**src/hdl/source_map_vlq_delta_decoder_assert.svh**
```systemverilog
// assertion macros used by the source-map decoder core
`ifndef SOURCE_MAP_VLQ_DELTA_DECODER_ASSERT_SVH
`define SOURCE_MAP_VLQ_DELTA_DECODER_ASSERT_SVH

// condition holds at every clock edge outside reset
`define SMVD_ASSERT_ALWAYS(label, clk, rst, cond, msg) \
  label: assert property (@(posedge clk) disable iff (rst) (cond)) \
    else $error(msg);

// consequent holds in the same cycle as the antecedent
`define SMVD_ASSERT_IMPL(label, clk, rst, ante, cons, msg) \
  label: assert property (@(posedge clk) disable iff (rst) (ante) |-> (cons)) \
    else $error(msg);

`endif

```
**src/hdl/smvd_pkg.sv**
```systemverilog
// types and constants of the source-map vlq delta decoder
package smvd_pkg;

  localparam int DATA_W = 32;
  localparam int LINE_W = 24;
  localparam int POS_W  = 3;

  // separator characters
  localparam logic [7:0] CHAR_COMMA = 8'h2C;
  localparam logic [7:0] CHAR_SEMI  = 8'h3B;

  // result kinds
  typedef enum logic [1:0] {
    KIND_VALUE = 2'd0,
    KIND_SEG   = 2'd1,
    KIND_LINE  = 2'd2,
    KIND_ERR   = 2'd3
  } kind_t;

  // error codes
  typedef enum logic [2:0] {
    ERR_NONE     = 3'd0,
    ERR_BAD_SYM  = 3'd1,
    ERR_OVERLONG = 3'd2,
    ERR_SIXTH    = 3'd3,
    ERR_TRUNC    = 3'd4
  } err_t;

  // class of one text byte
  typedef struct packed {
    logic       is_sep;
    logic       is_line;
    logic       sym_ok;
    logic [5:0] sym;
  } cls_t;

  // one result
  typedef struct packed {
    kind_t                     kind;
    logic signed [DATA_W-1:0]  delta;
    logic signed [DATA_W-1:0]  absolute;
    logic        [POS_W-1:0]   field_pos;
    logic        [LINE_W-1:0]  line_number;
    err_t                      error_code;
  } res_t;

endpackage

```
**src/hdl/smvd_classify.sv**
```systemverilog
// maps a text byte to its base64 value or separator class
module smvd_classify import smvd_pkg::*; (
  input  logic [7:0] char_code,
  output cls_t       cls
);

  // base64 alphabet and separators
  always_comb begin
    cls = '0;
    if (char_code == CHAR_COMMA) begin
      cls.is_sep = 1'b1;
    end else if (char_code == CHAR_SEMI) begin
      cls.is_sep  = 1'b1;
      cls.is_line = 1'b1;
    end else if (char_code >= 8'h41 && char_code <= 8'h5A) begin
      cls.sym_ok = 1'b1;
      cls.sym    = 6'(char_code - 8'h41);
    end else if (char_code >= 8'h61 && char_code <= 8'h7A) begin
      cls.sym_ok = 1'b1;
      cls.sym    = 6'(char_code - 8'h61 + 8'd26);
    end else if (char_code >= 8'h30 && char_code <= 8'h39) begin
      cls.sym_ok = 1'b1;
      cls.sym    = 6'(char_code - 8'h30 + 8'd52);
    end else if (char_code == 8'h2B) begin
      cls.sym_ok = 1'b1;
      cls.sym    = 6'd62;
    end else if (char_code == 8'h2F) begin
      cls.sym_ok = 1'b1;
      cls.sym    = 6'd63;
    end
  end

endmodule

```
**src/hdl/smvd_core.sv**
```systemverilog
// decode state, group accumulation and running totals
module smvd_core import smvd_pkg::*; #(
  parameter int MAX_FIELDS = 5,
  parameter int MAX_GROUPS = 7
) (
  input  logic       clk,
  input  logic       rst,
  input  logic       step,
  input  logic [7:0] char_code,
  output logic       res_valid,
  output res_t       res
);

  `include "source_map_vlq_delta_decoder_assert.svh"

  localparam int FC_W = $clog2(MAX_FIELDS + 1);
  localparam int IX_W = (MAX_FIELDS > 1) ? $clog2(MAX_FIELDS) : 1;

  cls_t cls;

  logic [DATA_W-1:0] partial_value, partial_value_next;
  logic [2:0]        group_count, group_count_next;
  logic [FC_W-1:0]   field_counter, field_counter_next;
  logic [LINE_W-1:0] line_counter, line_counter_next;
  logic [DATA_W-1:0] running_totals [MAX_FIELDS];

  logic              tot_wr;
  logic [IX_W-1:0]   tot_idx;
  logic [DATA_W-1:0] tot_data;
  logic              tot_clr0;

  logic [4:0]        shamt;
  logic [DATA_W-1:0] acc;
  logic [DATA_W-1:0] mag;
  logic [DATA_W-1:0] dval;
  logic [DATA_W-1:0] sum;

  smvd_classify u_classify (
    .char_code (char_code),
    .cls       (cls)
  );

  // group accumulation and sign handling
  always_comb begin
    shamt   = {group_count, 2'b00} + {2'b00, group_count};
    acc     = partial_value | (DATA_W'(cls.sym[4:0]) << shamt);
    mag     = acc >> 1;
    dval    = acc[0] ? (DATA_W'(0) - mag) : mag;
    tot_idx = field_counter[IX_W-1:0];
    sum     = running_totals[tot_idx] + dval;
  end

  // next state and result
  always_comb begin
    partial_value_next = partial_value;
    group_count_next   = group_count;
    field_counter_next = field_counter;
    line_counter_next  = line_counter;
    tot_wr             = 1'b0;
    tot_data           = sum;
    tot_clr0           = 1'b0;
    res_valid          = 1'b0;
    res.kind           = KIND_VALUE;
    res.delta          = '0;
    res.absolute       = '0;
    res.field_pos      = POS_W'(field_counter);
    res.line_number    = line_counter;
    res.error_code     = ERR_NONE;
    if (step) begin
      if (cls.is_sep) begin
        partial_value_next = '0;
        group_count_next   = '0;
        field_counter_next = '0;
        res_valid          = 1'b1;
        if (group_count != 3'd0) begin
          res.kind       = KIND_ERR;
          res.error_code = ERR_TRUNC;
        end else if (cls.is_line) begin
          res.kind = KIND_LINE;
        end else begin
          res.kind = KIND_SEG;
        end
        if (cls.is_line) begin
          tot_clr0 = 1'b1;
          if (line_counter != {LINE_W{1'b1}}) begin
            line_counter_next = line_counter + LINE_W'(1);
          end
        end
      end else if (!cls.sym_ok) begin
        partial_value_next = '0;
        group_count_next   = '0;
        res_valid          = 1'b1;
        res.kind           = KIND_ERR;
        res.error_code     = ERR_BAD_SYM;
      end else if (group_count >= 3'(MAX_GROUPS)) begin
        partial_value_next = '0;
        group_count_next   = '0;
        res_valid          = 1'b1;
        res.kind           = KIND_ERR;
        res.error_code     = ERR_OVERLONG;
      end else if (cls.sym[5]) begin
        // continuation: keep accumulating
        partial_value_next = acc;
        group_count_next   = group_count + 3'd1;
      end else begin
        partial_value_next = '0;
        group_count_next   = '0;
        res_valid          = 1'b1;
        if (field_counter >= FC_W'(MAX_FIELDS)) begin
          res.kind       = KIND_ERR;
          res.error_code = ERR_SIXTH;
        end else begin
          tot_wr             = 1'b1;
          field_counter_next = field_counter + FC_W'(1);
          res.delta          = dval;
          res.absolute       = sum;
        end
      end
    end
  end

  // state registers
  always_ff @(posedge clk) begin
    if (rst) begin
      partial_value <= '0;
      group_count   <= '0;
      field_counter <= '0;
      line_counter  <= '0;
    end else begin
      partial_value <= partial_value_next;
      group_count   <= group_count_next;
      field_counter <= field_counter_next;
      line_counter  <= line_counter_next;
    end
  end

  // running totals, one per field position
  always_ff @(posedge clk) begin
    if (rst) begin
      for (int i = 0; i < MAX_FIELDS; i++) begin
        running_totals[i] <= '0;
      end
    end else if (tot_wr) begin
      running_totals[tot_idx] <= tot_data;
    end else if (tot_clr0) begin
      running_totals[0] <= '0;
    end
  end

  `SMVD_ASSERT_ALWAYS(a_group_bound, clk, rst, group_count <= 3'(MAX_GROUPS),
                      "group count overrun")
  `SMVD_ASSERT_ALWAYS(a_field_bound, clk, rst, field_counter <= FC_W'(MAX_FIELDS),
                      "field count overrun")
  `SMVD_ASSERT_IMPL(a_line_mono, clk, rst, !$past(rst),
                    line_counter >= $past(line_counter), "line count went back")
  `SMVD_ASSERT_IMPL(a_no_step_no_res, clk, rst, !step, !res_valid,
                    "result without request")
  `SMVD_ASSERT_IMPL(a_err_code, clk, rst, res_valid && res.kind != KIND_ERR,
                    res.error_code == ERR_NONE, "error code on non-error result")

endmodule

```
**src/hdl/source_map_vlq_delta_decoder.sv**
```systemverilog
// top level: input register, decode core and result register
//
//  channel | signals                                    | direction
//  input   | in_valid, in_stall, char_code              | request in
//  output  | out_valid, out_stall, kind, delta,         | result out
//          | absolute, field_pos, line_number, error_code
//
// one request per cycle sustained while out_stall is low; a request's result passes through
// the input register, then decode and totals update into the result register
// synchronous reset clears totals, counters and both valid flags
// out_stall holds a valid result register and, with the input register full, raises in_stall
// separators and errors give one result each; a continuation symbol gives none
module source_map_vlq_delta_decoder import smvd_pkg::*; #(
  parameter int MAX_FIELDS = 5,
  parameter int MAX_GROUPS = 7
) (
  input  logic                     clk,
  input  logic                     rst,
  input  logic                     in_valid,
  output logic                     in_stall,
  input  logic [7:0]               char_code,
  output logic                     out_valid,
  input  logic                     out_stall,
  output logic [1:0]               kind,
  output logic signed [DATA_W-1:0] delta,
  output logic signed [DATA_W-1:0] absolute,
  output logic [POS_W-1:0]         field_pos,
  output logic [LINE_W-1:0]        line_number,
  output logic [2:0]               error_code
);

  logic       in_full;
  logic [7:0] char_reg;
  logic       adv;
  logic       step;
  logic       res_valid;
  res_t       res;
  res_t       out_reg;

  // handshake control
  assign adv      = !out_valid || !out_stall;
  assign step     = in_full && adv;
  assign in_stall = in_full && !adv;

  // input register
  always_ff @(posedge clk) begin
    if (rst) begin
      in_full <= 1'b0;
    end else if (!in_stall) begin
      in_full <= in_valid;
    end
  end

  always_ff @(posedge clk) begin
    if (in_valid && !in_stall) begin
      char_reg <= char_code;
    end
  end

  smvd_core #(
    .MAX_FIELDS (MAX_FIELDS),
    .MAX_GROUPS (MAX_GROUPS)
  ) u_core (
    .clk       (clk),
    .rst       (rst),
    .step      (step),
    .char_code (char_reg),
    .res_valid (res_valid),
    .res       (res)
  );

  // result register
  always_ff @(posedge clk) begin
    if (rst) begin
      out_valid <= 1'b0;
    end else if (adv) begin
      out_valid <= step && res_valid;
    end
  end

  always_ff @(posedge clk) begin
    if (step && res_valid) begin
      out_reg <= res;
    end
  end

  assign kind        = out_reg.kind;
  assign delta       = out_reg.delta;
  assign absolute    = out_reg.absolute;
  assign field_pos   = out_reg.field_pos;
  assign line_number = out_reg.line_number;
  assign error_code  = out_reg.error_code;

endmodule
```
**config.mk**
```make
export PLATFORM = sky130hd
export DESIGN_NAME = source_map_vlq_delta_decoder
export DESIGN_NICKNAME = d
export VERILOG_FILES = /design/src/hdl/smvd_pkg.sv /design/src/hdl/smvd_classify.sv /design/src/hdl/smvd_core.sv /design/src/hdl/source_map_vlq_delta_decoder.sv
export VERILOG_INCLUDE_DIRS = /design/src /design/src/hdl
export SDC_FILE = /design/constraint.sdc
export NUM_CORES = 1
export LEC_CHECK = 0
export BUFFER_PORTS_ARGS = -buffer_cell sky130_fd_sc_hd__buf_2
export CAP_MARGIN = 20
export CORE_MARGIN = 2
export CORE_UTILIZATION = 30
export CTS_CLUSTER_DIAMETER = 100
export DETAILED_ROUTE_END_ITERATION = 8
export PLACE_DENSITY_LB_ADDON = 0.15
export SYNTH_ARGS = -nofsm -noshare
export SYNTH_HDL_FRONTEND = slang
export SYNTH_HIERARCHICAL = 1
export SYNTH_SLANG_ARGS = --single-unit
```
**constraint.sdc**
```tcl
create_clock -name clk -period 8.68 [get_ports clk]
set_input_delay 1.736 -clock clk [delete_from_list [all_inputs] [get_ports clk]]
set_output_delay 1.736 -clock clk [all_outputs]
set_load 0.01 [all_outputs]
```
# Word-level counts from Yosys, hierarchy flattened
# Memories as Yosys holds them, arrays and structs flattened. A register that Yosys moved wholly into a read port is not among the register bits.
# Cells that the tools add are included.
[totals]
out_inout_bits = 98
regBits = 168
ram_bits = 160
memories = 1
input_bits = 12
[memory_table]
columns = ["name", "words", "width", "read_ports", "rd_ports_with_merged_regs", "wr", "line_no", "text"]
rows = [
  ["u_core.running_totals", 5, 32, 1, 1, 5, "smvd_core.sv:25", "logic [DATA_W-1:0] running_totals [MAX_FIELDS];"],
]
[op_classes]
n_bitwise = 4
addsub = 11
shift = 1
n_lt_le_gt_ge = 8
reduce_logical = 18
n_mux = 66
n_eq_ne = 8
[op_table]
columns = ["operator", "n"]
rows = [
  ["two-way mux 32 bit", 7],
  ["two-way mux 66 bit", 1],
  ["two-way mux 64 bit", 1],
  ["two-way mux 3 bit", 17],
  ["two-way mux 7 bit", 6],
  ["adder 32 bit", 1],
  ["== test 8 x 6 -> 1 bit (second input constant)", 4],
  ["bitwise OR 32 bit", 1],
  ["OR reduction 32 bit", 1],
  ["left shift 5 x 5 -> 32 bit", 1],
  ["subtractor 1 x 31 -> 32 bit (first input constant)", 1],
  ["two-way mux 1 bit", 25],
  ["adder 24 x 1 -> 24 bit (second input constant)", 1],
  ["!= test 24 bit (second input constant)", 1],
  ["greater-or-equal comparator 8 x 7 -> 1 bit (second input constant)", 2],
  ["<= comparator 8 x 7 -> 1 bit (second input constant)", 2],
  ["two-way mux 2 bit", 8],
  ["subtractor 6 bit (second input constant)", 2],
  ["greater-or-equal comparator 8 x 6 -> 1 bit (second input constant)", 1],
  ["<= comparator 8 x 6 -> 1 bit (second input constant)", 1],
  ["two-way mux 8 bit", 1],
  ["logical AND 1 bit", 7],
  ["adder 3 x 1 -> 3 bit (second input constant)", 2],
  ["adder 6 x 5 -> 6 bit (second input constant)", 1],
  ["other kinds (14)", 21],
]

# Depth between registers and ports, before layout
# Gate-level depths: netlist (run 1).
[logic_depth]
word_depth = 18
ltp_mapped = 29
depth_no_buf = 27

# By module
# The synthesis (run 1) kept the hierarchy.
[by_module_without_submodules]
columns = ["mod", "seq_area_each_um2", "cells_each", "area_per_inst_um2", "n_inst"]
rows = [
  ["smvd_core", 8988.6, 1375, 16320.7, 1],
  ["source_map_vlq_delta_decoder", 3163.0, 116, 3216.8, 1],
  ["smvd_classify", 0.0, 81, 605.6, 1],
]

# Worst setup path after synthesis (run 1)
# Ideal clock, no wire load.
[synth_timing]
path_kind = "input to register"
startpoint = "input out_stall"
endpoint = "register out_reg (netlist bit absolute[0]) (enable)"
n_path_buf = 1
cell_stages = 7
path_slack_ps = 814
arrival_ps = 7283
cell_sequence = "nand2_1 > and2_1 > clkbuf_1 > clkinv_1 > a31oi_1 > nand2_1 > a21oi_1"
[synth_via]
elab_chain_cells = 5
[synth_lines]
columns = ["element", "line_no", "text"]
rows = [
  ["start: declaration", "source_map_vlq_delta_decoder.sv:23", "input logic out_stall,"],
  ["zero test 1 bit", "source_map_vlq_delta_decoder.sv:41", "assign adv = !out_valid || !out_stall;"],
  ["logical OR 1 bit", "source_map_vlq_delta_decoder.sv:41", ""],
  ["logical AND 1 bit", "source_map_vlq_delta_decoder.sv:42", "assign step = in_full && adv;"],
  ["net step", "source_map_vlq_delta_decoder.sv:35", "logic step;"],
  ["two-way mux 1 bit", "smvd_core.sv:69", "if (step) begin"],
  ["net res_valid", "source_map_vlq_delta_decoder.sv:36", "logic res_valid;"],
  ["logical AND 1 bit", "source_map_vlq_delta_decoder.sv:82", "if (step && res_valid) begin"],
  ["end signal: assignment", "source_map_vlq_delta_decoder.sv:83", "out_reg <= res;"],
  ["end: declaration", "source_map_vlq_delta_decoder.sv:38", "res_t out_reg;"],
]
# The timed path passes the listed nets, and every way through them passes these cells.
# A chain may end at the register's enable or synchronous reset.

==> results of run 1 <==
layout make-up:
cell class                 instances  share of cell area (%)
timing repair buffer             136                    3.15
inverter                          52                   0.821
multi-input combinational       1105                    33.1
sequential                       427                    51.1
clock buffer                      64                    5.60
tap                              873                    4.59
clock inverter                    25                    1.62
routing by layer:
| layer | part of all wire [%] | track usage, % | up-vias | wire (µm) |
|---|---|---|---|---|
| li1 | - | - | 6155 | - |
| met1 | 46 | 22.6 | 6626 | 26200 |
| met2 | 47 | 26.8 | 317 | 26500 |
| met3 | 4.7 | 2.45 | 81 | 2660 |
| met4 | 2.3 | 4.68 | 0 | 1280 |
| met5 | 0 | 0 | - | 0 |
power by group through the flow:
stage	Combinational, mW	Sequential (mW)	Clock [mW]
after CTS	0.474	2.38	2.28
after global routing	0.522	2.39	2.36
after global placement	0.468	2.42	0
after detailed placement	0.472	2.42	0
after floorplan	0.322	2.41	0
final	0.472	2.38	2.21
final timing paths:
| kind | depth (start not counted) | to | slack (ns) | from |
|---|---|---|---|---|
| worst max-delay path | 24 | u_core/running_totals[5][20] | 0.70 | char_reg[2] |
| worst min-delay path | 2 | u_core/partial_value[14] | 0.48 | u_core/partial_value[14] |
| worst max register to register | 24 | u_core/running_totals[5][20] | 0.70 | char_reg[2] |
| worst min register to register | 2 | u_core/partial_value[14] | 0.48 | u_core/partial_value[14] |
kinds of logic (layout without fill, tap and decap cells):
family | after synthesis | in the layout | synth area share, %
AO/OA/AOI/OAI | 209 | 209 | 7.31
other | 1 | 96 | 0.0186
XOR/XNOR | 82 | 82 | 3.57
multiplexers | 109 | 109 | 9.74
buffers and inverters | 135 | 277 | 2.59
AND/OR/NAND/NOR | 557 | 557 | 13.2
adder cells (fa/ha/maj) | 52 | 52 | 3.27
flip-flops | 427 | 427 | 60.3
worst min-delay path: stages, from the launching register on:
cell and delay, ns:
dfxtp_1 0.31, nor2_1 0.08, nor3_1 0.04
stage by stage:
| stage | hold slack [ns] | cell area (µm²) | std cells |
|---|---|---|---|
| 6_report | 0.481 | 23800 | 2682 |
| 5_1_grt | 0.498 | 23800 | 2682 |
| 4_1_cts | 0.480 | 23800 | 2682 |
| 3_5_place_dp | 0.468 | 22100 | 2593 |
| 3_3_place_gp | 0.462 | 22100 | 2593 |
| 2_1_floorplan | 0.432 | 20500 | 1667 |
layout by cell type (no fill, tap or decap), types with 7 or more instances in the layout:
master     count
dfxtp_1       64
clkinv_2       7
clkbuf_1      10
a31oi_1       18
a21oi_1       52
mux2i_1       10
a221oi_1       7
mux2_2        32
xnor2_1       43
o31ai_1        7
or2_2          8
nand4_1       17
nor2_1       272
nand2b_1      26
conb_1        96
a211oi_1       7
bufinv_16     10
nor3b_1       18
inv_1         50
nand3_1       24
nor2b_1       28
buf_4         27
edfxtp_1     360
mux4_2        66
xor2_1        39
buf_2        109
nor3_1        69
a21o_1        19
or3_1          7
nand2_1       44
o21ai_0       29
clkbuf_16     49
ha_1          51
==> metrics.csv, run 1 <==
stage,metric,value,unit
layout,largest_reg_flops,256,
layout,layout.nets,1835,
clock_tree,ctsRootBufferMaster,clkbuf_16,
timing,setup_violations,0,
clock_tree,clock_sinks,427,
grt,grt_pass1_vias,13400,
layout,seqCellArea,12200,µm²
logic_synthesis,synth_ff_type,edfxtp_1,
setup_path,startpoint_type,flip-flop,
detailed_routing,drt_iter0_markers,947,
layout,syn_to_final_growth,18.0,%
setup_path,worst-endpoint-arrival,8.26,ns
logic_synthesis,yosys_warnings,6,
power_and_ir_drop,seqPwrFrac,47.0,%
timing,worst_pin_slew,1.05,ns
setup_path,crit_chain,inv_1 > ha_1 > a21oi_2 > nor2_2 > a2111oi_4 > a21oi_2 > a221oi_1 > mux2i_1 > o21ai_0 > a21oi_1 > ha_1 > nand2_1 > o21ai_0 > fa_1 > a21o_1 > a21oi_1 > o21ai_0 > a211oi_1 > o21ai_0 > a21boi_0 > mux2i_1 > a2111oi_1 > buf_4 > nor2_1,
detailed_routing,vias,13200,
logic_synthesis,netlist_area,20100,µm²
power_and_ir_drop,p_int,3.88,mW
layout,top_register,u_core/running_totals,
timing,clock.fmax,125,MHz
logic_synthesis,avgSynthCellArea,12.8,µm²
timing,rsz0062_at_grt,false,
clock_tree,cts_tree,built,
logic_synthesis,yosysMostFrequentCell,edfxtp_1,
setup_path,end_kind,flip-flop,
timing,finalMaxSlewViolations,0,
timing,skew,0.0293,ns
setup_path,critPathTopFamily,compound AO/OA/AOI/OAI gates,
grt,grt_max_degree,49,
detailed_routing,post_drt_wl_per_cell,21.1,µm
timing,fin_setup_tns,0,ns
timing,final-hold-violation-count,0,
detailed_routing,postRouteAntennaNets,0,
logic_synthesis,seq_area_frac_synth,60.3,%
setup_path,cpPeakStageDelay,0.62,ns
power_and_ir_drop,power_density,213,nW/µm²
setup_path,path_buf_inv,2,
clock_tree,cts_made_buffers,49,
floorplan,io_pins,110,
timing,max_slew_margin,29.8,%
setup_path,crit_slowest_cell,a2111oi_1,
timing,fin_crit,7.98,ns
layout,final_util,35.6,%
power_and_ir_drop,ir_drop,0.141,mV
clock_tree,path_clk_slew,0.06,ns
grt,grt.total_usage,16.4,%
layout,drive_above_1_share,19.2,%
detailed_routing,drtPass1Iterations,5,
flow_run,maxCapViolations,0,
floorplan,die_h,263,µm
layout,nFillCells,6579,
place,dp_hpwl,37200,µm
logic_synthesis,synth_area_leaders,"edfxtp_1 54%, mux4_2 7.4%, dfxtp_1 6.7%",
logic_synthesis,synthTopCellsByCount,"360 x edfxtp_1, 273 x nor2_1, 69 x nor3_1, 67 x clkbuf_1, 67 x dfxtp_1",
logic_synthesis,ys_ff_latch,427,
timing,period_share,92.0,%
power_and_ir_drop,cellLeakagePower,8.77,nW
floorplan,fp.dieArea,69200,µm²
clock_tree,cts_hold_buf,0,
clock_tree,clk_latency,0.59,ns
grt,grt_overflow,0,
clock_tree,cts-resized-gates,0,
place,gp_congestion,0.839,
power_and_ir_drop,switching_share,23.4,%
outcome,status,"finished, final reports clean",
floorplan,die_width,263,µm
setup_path,cp_data_required_time,8.96,ns
logic_synthesis,netlist_instances,1572,
layout,n_antenna_cell,0,
detailed_routing,drc_errors,0,
layout,multi_input_area,7860,µm²
logic_synthesis,synth_area_leader_cell,edfxtp_1,
floorplan,start_util,30.2,%
power_and_ir_drop,p_sw,1.19,mW
clock_tree,cts_max_level,2,
clock_tree,clockBufferDepth,3,
grt,antenna_found_initial,1,
floorplan,rows,95,
detailed_routing,drt-vias-per-instance,4.91,
logic_synthesis,ys_types,77,
setup_path,worstPathMaxFanout,8,
min_path,hp-class,reg2reg,
place,port_buffers,109,
logic_synthesis,synth_top_area_share,53.7,%
clock_tree,post-cts-setup-buffer-count,0,
floorplan,core_area,66800,µm²
place,place_ws,0.758,ns
timing,setup_ws,0.696,ns
power_and_ir_drop,power,5.06,mW
detailed_routing,routed_wl,56600,µm
logic_synthesis,synth-edff-count,360,
setup_path,timing.critical_path.mode_cell,o21ai_0,
power_and_ir_drop,clockPowerShare,43.7,%
logic_synthesis,async_flop_share,0,%
setup_path,critical_path_class,reg2reg,
power_and_ir_drop,combPwrFrac,9.3,%
grt,grt_pass1_wl,85300,µm
Note: power is estimated with default switching activity, not from simulation.
==> run 2: changes to the inputs <==
Settings changed: CORE_MARGIN 2 to 3, PLACE_DENSITY set to 0.52, PLACE_DENSITY_LB_ADDON 0.15 to unset.
==> run 2 against run 1 <==
Against the previous run: count of clock-buffer cells in the layout decreased by 7; largest power group unchanged; first-iteration DRC count increased by 17%; setup slack improved by 0.11 ns; critical endpoint is now u_core/running_totals[5][28]; sequential power about the same; register-to-register slack improved by 0.11 ns; final cell count decreased by 0.26%; critical path type unchanged; maximum frequency increased by 1.5%.
==> metrics.csv, run 2 (synthesis results as in run 1) <==
stage,metric,value,unit,change
place,placed_cell_area,22000,µm²,about the same
floorplan,io_pins,110,,unchanged
clock_tree,cts_hold_buf,0,,unchanged
place,place_inst,2584,,-0.35%
setup_path,critical_path_class,reg2reg,,
layout,nFillCells,6478,,-1.5%
detailed_routing,drc_errors,0,,unchanged
floorplan,start_util,30.5,%,+0.32 points
layout,layout.nets,1835,,unchanged
clock_tree,ctsRootBufferMaster,clkbuf_16,,
outcome,status,"finished, final reports clean",,
detailed_routing,post_drt_wl_per_cell,20.4,µm,-3.4%
floorplan,die_h,265,µm,+0.76%
clock_tree,cts-resized-gates,0,,unchanged
layout,syn_to_final_growth,17.6,%,
timing,fin_setup_tns,0,ns,unchanged
layout,top_register,u_core/running_totals,,
layout,layout_common_cells,"360 x edfxtp_1, 272 x nor2_1, 109 x buf_2, 96 x conb_1, 69 x nor3_1",,
timing,finalMaxSlewViolations,0,,unchanged
grt,grt_overflow,0,,unchanged
timing,rsz0062_at_grt,false,,
layout,final_common_cell,edfxtp_1,,
setup_path,startpoint_type,flip-flop,,
grt,grt_max_degree,49,,unchanged
clock_tree,cts_made_buffers,49,,unchanged
grt,grt_pass1_wl,82300,µm,-3.5%
power_and_ir_drop,ir_drop,0.160,mV,+14%
clock_tree,cts_max_level,2,,unchanged
clock_tree,path_clk_slew,0.06,ns,about the same
layout,largest_reg_flops,256,,unchanged
layout,multi_input_area,7860,µm²,about the same
grt,grt.total_usage,15.4,%,-0.95 points
timing,period_share,90.7,%,-1.3 points
timing,worst_pin_slew,0.974,ns,-0.0763 ns
grt,grt_pass1_vias,13400,,-0.15%
setup_path,end_kind,flip-flop,,
detailed_routing,routed_wl,54500,µm,-3.7%
setup_path,worstPathMaxFanout,8,,unchanged
floorplan,core_area,66100,µm²,-1.1%
layout,n_antenna_cell,0,,unchanged
detailed_routing,drt-vias-per-instance,5.02,,+2.1%
layout,drive_above_1_share,19.4,%,+0.20 points
power_and_ir_drop,cellLeakagePower,8.73,nW,-0.42%
layout,layoutNonFillerInstCount,2675,,-0.26%
flow_run,maxCapViolations,0,,unchanged
detailed_routing,postRouteAntennaNets,0,,unchanged
clock_tree,cts_tree,built,,
clock_tree,clk_latency,0.59,ns,about the same
clock_tree,clockBufferDepth,3,,unchanged
timing,fin_crit,7.87,ns,-0.115 ns
clock_tree,clock_sinks,427,,unchanged
floorplan,fp.dieArea,70300,µm²,+1.5%
setup_path,worst-endpoint-arrival,8.15,ns,-0.11 ns
floorplan,die_width,265,µm,+0.76%
place,gp_congestion,0.904,,+7.7%
layout,seqCellArea,12200,µm²,about the same
timing,setup_violations,0,,unchanged
detailed_routing,vias,13400,,+1.9%
timing,clock.fmax,127,MHz,+1.5%
min_path,hp-class,reg2reg,,
layout,finish.instance_area,23700,µm²,-0.39%
timing,final-hold-violation-count,0,,unchanged
clock_tree,post-cts-setup-buffer-count,0,,unchanged
place,dp_hpwl,36100,µm,-3.0%
power_and_ir_drop,power,4.93,mW,-2.5%
setup_path,cp_data_required_time,8.96,ns,about the same
timing,max_slew_margin,34.9,%,+5.2 points
power_and_ir_drop,power_density,208,nW/µm²,-2.2%
timing,skew,0.0350,ns,+0.00571 ns
grt,antenna_found_initial,2,,+1
detailed_routing,drtPass1Iterations,5,,unchanged
place,port_buffers,109,,unchanged
floorplan,rows,94,,-1.1%
detailed_routing,drt_iter0_markers,1106,,+17%
-- run 2: cell count changes in the layout (fill, tap and decap cells not counted) --
cell        before  now
a311oi_1         3    4
clkinv_4         1    2
dfxtp_2          2    1
bufinv_16       10    6
a311oi_2         1    0
inv_6            0    1
clkinvlp_4       4    7
clkbuf_16       49   50
clkinv_8         0    1
clkbuf_1        10    6
clkinv_2         7   14
dfxtp_1         64   65
clkbuf_8         5    1
-- run 2: critical path, stage by stage, from the launching register on --
cell and delay, ns:
edfxtp_1 0.52, inv_1 0.17, ha_1 0.33, a21oi_2 0.21, nor2_2 0.08, a2111oi_4 0.53, a221oi_1 0.24, mux2i_1 0.25
o21ai_0 0.25, a21oi_1 0.35, ha_1 0.22, and2_1 0.18, nand4_1 0.23, or4_1 0.68, o41ai_1 0.47, xnor2_1 0.16
ha_1 0.31, inv_1 0.10, or3_1 0.42, nor2_1 0.15, nand3_1 0.09, a21o_1 0.19, a211o_1 0.34, and4_1 0.20
a311oi_1 0.71, nor2_1 0.19
-- run 2: worst paths after layout --
kind | from | end | slack (ns) | cells after the start
hold reg to reg | u_core/partial_value[14] | u_core/partial_value[14] | 0.48 | 2
setup reg to reg | char_reg[2] | u_core/running_totals[5][28] | 0.81 | 25
setup / recovery | char_reg[2] | u_core/running_totals[5][28] | 0.81 | 25
hold / removal | u_core/partial_value[14] | u_core/partial_value[14] | 0.48 | 2
-- run 2: cell type report --
| class | instances | share of cell area, % |
|---|---|---|
| timing repair buffer | 136 | 3.16 |
| inverter | 52 | 0.824 |
| multi-input combinational | 1105 | 33.2 |
| tap | 864 | 4.56 |
| clock buffer | 57 | 5.44 |
| sequential | 427 | 51.3 |
| clock inverter | 34 | 1.51 |
-- run 2: layer usage --
layer	GRT usage (%)	routed length, µm
met1	21.4	24500
met2	25.1	25200
met3	2.84	3600
met4	3.98	1230
met5	0	0
-- run 2: per-stage QoR --
step           setup slack (ns)  utilization, %  hold WS (ns)
2_1_floorplan             0.814               -         0.432
3_3_place_gp               1.07            33.3         0.466
3_5_place_dp              0.864            33.3         0.466
4_1_cts                   0.835            35.8         0.478
5_1_grt                  0.0652            35.8         0.497
6_report                  0.810            35.8         0.477
-- run 2: power by group --
group | internal (mW) | switching, mW | total [mW]
combinational | 0.158 | 0.310 | 0.468
clock | 1.25 | 0.844 | 2.09
sequential | 2.34 | 0.0331 | 2.38
==> run 3: changes to the inputs <==
Settings changed: PLACE_DENSITY 0.52 to 0.54.
Clock period 8.68 ns to 6.5 ns, I/O delays scaled along.
==> run 3 against run 2 <==
Against the previous run: non-clock buffer count is 173 higher; register-to-register slack worse by 0.74 ns; count of clock-buffer cells in the layout stayed put; setup slack worse by 0.74 ns; first-iteration DRC count is 1.2% lower; via count is 5.0% higher; critical path type unchanged; sequential power is 33% higher.
==> metrics.csv, run 3 (synthesis results as in run 1) <==
stage,metric,value,unit,change
outcome,status,"finished, final reports clean",,
power_and_ir_drop,clockPowerShare,40.5,%,-1.9 points
setup_path,startpoint,char_reg[3],,
min_path,hp-class,reg2reg,,
grt,grt_max_degree,66,,+35%
timing,skew,0.0306,ns,-0.00438 ns
grt,grt_pass1_wl,85500,µm,+3.9%
floorplan,fp.dieArea,70300,µm²,unchanged
timing,clock.fmax,156,MHz,+22%
grt,grt_overflow,0,,unchanged
clock_tree,ctsRootBufferMaster,clkbuf_16,,
setup_path,critical_path_class,reg2reg,,
layout,drive_above_1_share,29.9,%,+10 points
layout,largest_reg_flops,256,,unchanged
timing,worst_pin_slew,0.826,ns,-0.148 ns
timing,period_share,98.9,%,+8.2 points
layout,layout.nets,2008,,+9.4%
floorplan,die_h,265,µm,unchanged
place,place_inst,2733,,+5.8%
detailed_routing,postRouteAntennaNets,0,,unchanged
setup_path,r2r_cells,25,,unchanged
timing,fin_setup_tns,0,ns,unchanged
clock_tree,clk_latency,0.60,ns,about the same
clock_tree,path_clk_slew,0.06,ns,about the same
place,dp_hpwl,37700,µm,+4.6%
clock_tree,cts_tree,built,,
setup_path,worst-endpoint-arrival,6.85,ns,-1.30 ns
detailed_routing,drtPass1Iterations,5,,unchanged
power_and_ir_drop,combPwrFrac,12.0,%,+2.5 points
detailed_routing,drc_errors,0,,unchanged
layout,final_util,38.6,%,+2.7 points
place,port_buffers,109,,unchanged
power_and_ir_drop,cellLeakagePower,9.71,nW,+11%
layout,final_common_cell,edfxtp_1,,
floorplan,start_util,30.5,%,unchanged
setup_path,cp_data_required_time,6.92,ns,-2.04 ns
timing,setup_violations,0,,unchanged
floorplan,die_width,265,µm,unchanged
power_and_ir_drop,seqPwrFrac,47.4,%,-0.8 points
flow_run,maxCapViolations,0,,unchanged
min_path,hold_depth,0,,-2
clock_tree,cts_max_level,2,,unchanged
timing,setup_ws,0.0717,ns,-0.739 ns
power_and_ir_drop,p_sw,1.65,mW,+39%
layout,layoutNonFillerInstCount,2845,,+6.4%
power_and_ir_drop,p_int,5.04,mW,+34%
layout,multi_input_area,8390,µm²,+6.8%
clock_tree,cts_made_buffers,49,,unchanged
layout,nFillCells,6387,,-1.4%
layout,syn_to_final_growth,26.6,%,
layout,top_register,u_core/running_totals,,
timing,finalMaxSlewViolations,0,,unchanged
detailed_routing,vias,14100,,+5.0%
timing,fin_crit,6.43,ns,-1.44 ns
timing,final-hold-violation-count,0,,unchanged
floorplan,io_pins,110,,unchanged
detailed_routing,post_drt_wl_per_cell,19.8,µm,-2.6%
clock_tree,clockBufferDepth,3,,unchanged
grt,antenna_found_initial,2,,unchanged
floorplan,rows,94,,unchanged
detailed_routing,routed_wl,56400,µm,+3.6%
timing,rsz0062_at_grt,true,,
power_and_ir_drop,ir_drop,0.171,mV,+6.8%
clock_tree,clock_sinks,427,,unchanged
setup_path,end_kind,flip-flop,,
grt,grt.total_usage,15.9,%,+0.43 points
place,gp_congestion,0.872,,-3.5%
layout,layout_common_cells,"360 x edfxtp_1, 267 x nor2_1, 195 x buf_4, 109 x buf_2, 96 x conb_1",,
min_path,min_from,u_core/line_counter[13],,
power_and_ir_drop,power_density,262,nW/µm²,+26%
grt,grt_pass1_vias,14100,,+5.8%
detailed_routing,drt-vias-per-instance,4.96,,-1.2%
place,place_ws,-0.202,ns,-1.07 ns
detailed_routing,drt_iter0_markers,1093,,-1.2%
floorplan,core_area,66100,µm²,unchanged
setup_path,startpoint_type,flip-flop,,
layout,seqCellArea,12200,µm²,unchanged
setup_path,worstPathMaxFanout,7,,-1
power_and_ir_drop,switching_share,24.6,%,+0.59 points
power_and_ir_drop,power,6.68,mW,+35%
setup_path,r2r-start,char_reg[3],,
timing,max_slew_margin,45.0,%,+10 points
run 3: stage by stage:
stage	cell area, µm²	hold WS (ns)
after floorplan	20500	0.432
after global placement	23200	0.462
after detailed placement	23200	0.464
after CTS	24900	0.478
after global routing	25500	0.496
final	25500	0.482
run 3: timing repair:
| action | in CTS | in global routing |
|---|---|---|
| pin swaps | 8 | 45 |
| endpoints found under the hold margin | 0 | 0 |
| endpoints found under the setup margin | 89 | 167 |
| hold buffers | 0 | 0 |
| resized for setup | 16 | 85 |
| buffers inserted | 9 | 16 |
run 3: per-layer routing:
layer / global-route usage, % / share of wire (%) / up-vias
met2: 25.7 / 46 / 425
met3: 2.16 / 5.5 / 101
met1: 22.3 / 46 / 7085
met5: 0 / 0 / -
li1: - / - / 6493
met4: 4.59 / 2.7 / 0
run 3: final timing paths:
| kind | to | slack (ns) |
|---|---|---|
| worst max register to register | u_core/running_totals[6][30] | 0.07 |
| worst min register to register | line_number[13] | 0.48 |
| worst min-delay path | line_number[13] | 0.48 |
| worst max-delay path | u_core/running_totals[6][30] | 0.07 |
run 3: area by class of cell:
class	instances	share of cell area (%)
flip-flops and latches	427	47.7
multi-input cells	1105	32.9
repair buffers	309	8.17
clock buffers	57	5.01
well taps	864	4.24
clock inverters	29	1.17
inverters	52	0.766
diodes	2	0.0196
run 3: critical path: stages, from the launching register on:
cell,delay (ns)
edfxtp_1,0.51
ha_4,0.23
a21oi_4,0.17
nor2_4,0.07
a2111oi_4,0.45
buf_6,0.21
a221oi_4,0.08
mux4_2,0.55
mux2_4,0.33
a21oi_4,0.14
buf_6,0.12
nand4_1,0.20
buf_4,0.22
or4_4,0.46
nand2_4,0.11
xnor2_4,0.10
ha_4,0.28
nand4_1,0.09
or3_4,0.41
nor2_2,0.09
nand3_1,0.07
a21o_1,0.20
a211o_1,0.31
a211o_1,0.35
and3b_2,0.30
nor3_4,0.20
run 3: power by group through the flow:
stage / logic (mW) / clock network, mW / registers (mW)
after floorplan: 0.437 / 0 / 3.22
after global placement: 0.733 / 0 / 3.22
after detailed placement: 0.739 / 0 / 3.23
final: 0.804 / 2.71 / 3.17
after global routing: 0.876 / 2.89 / 3.18
after CTS: 0.756 / 2.79 / 3.17
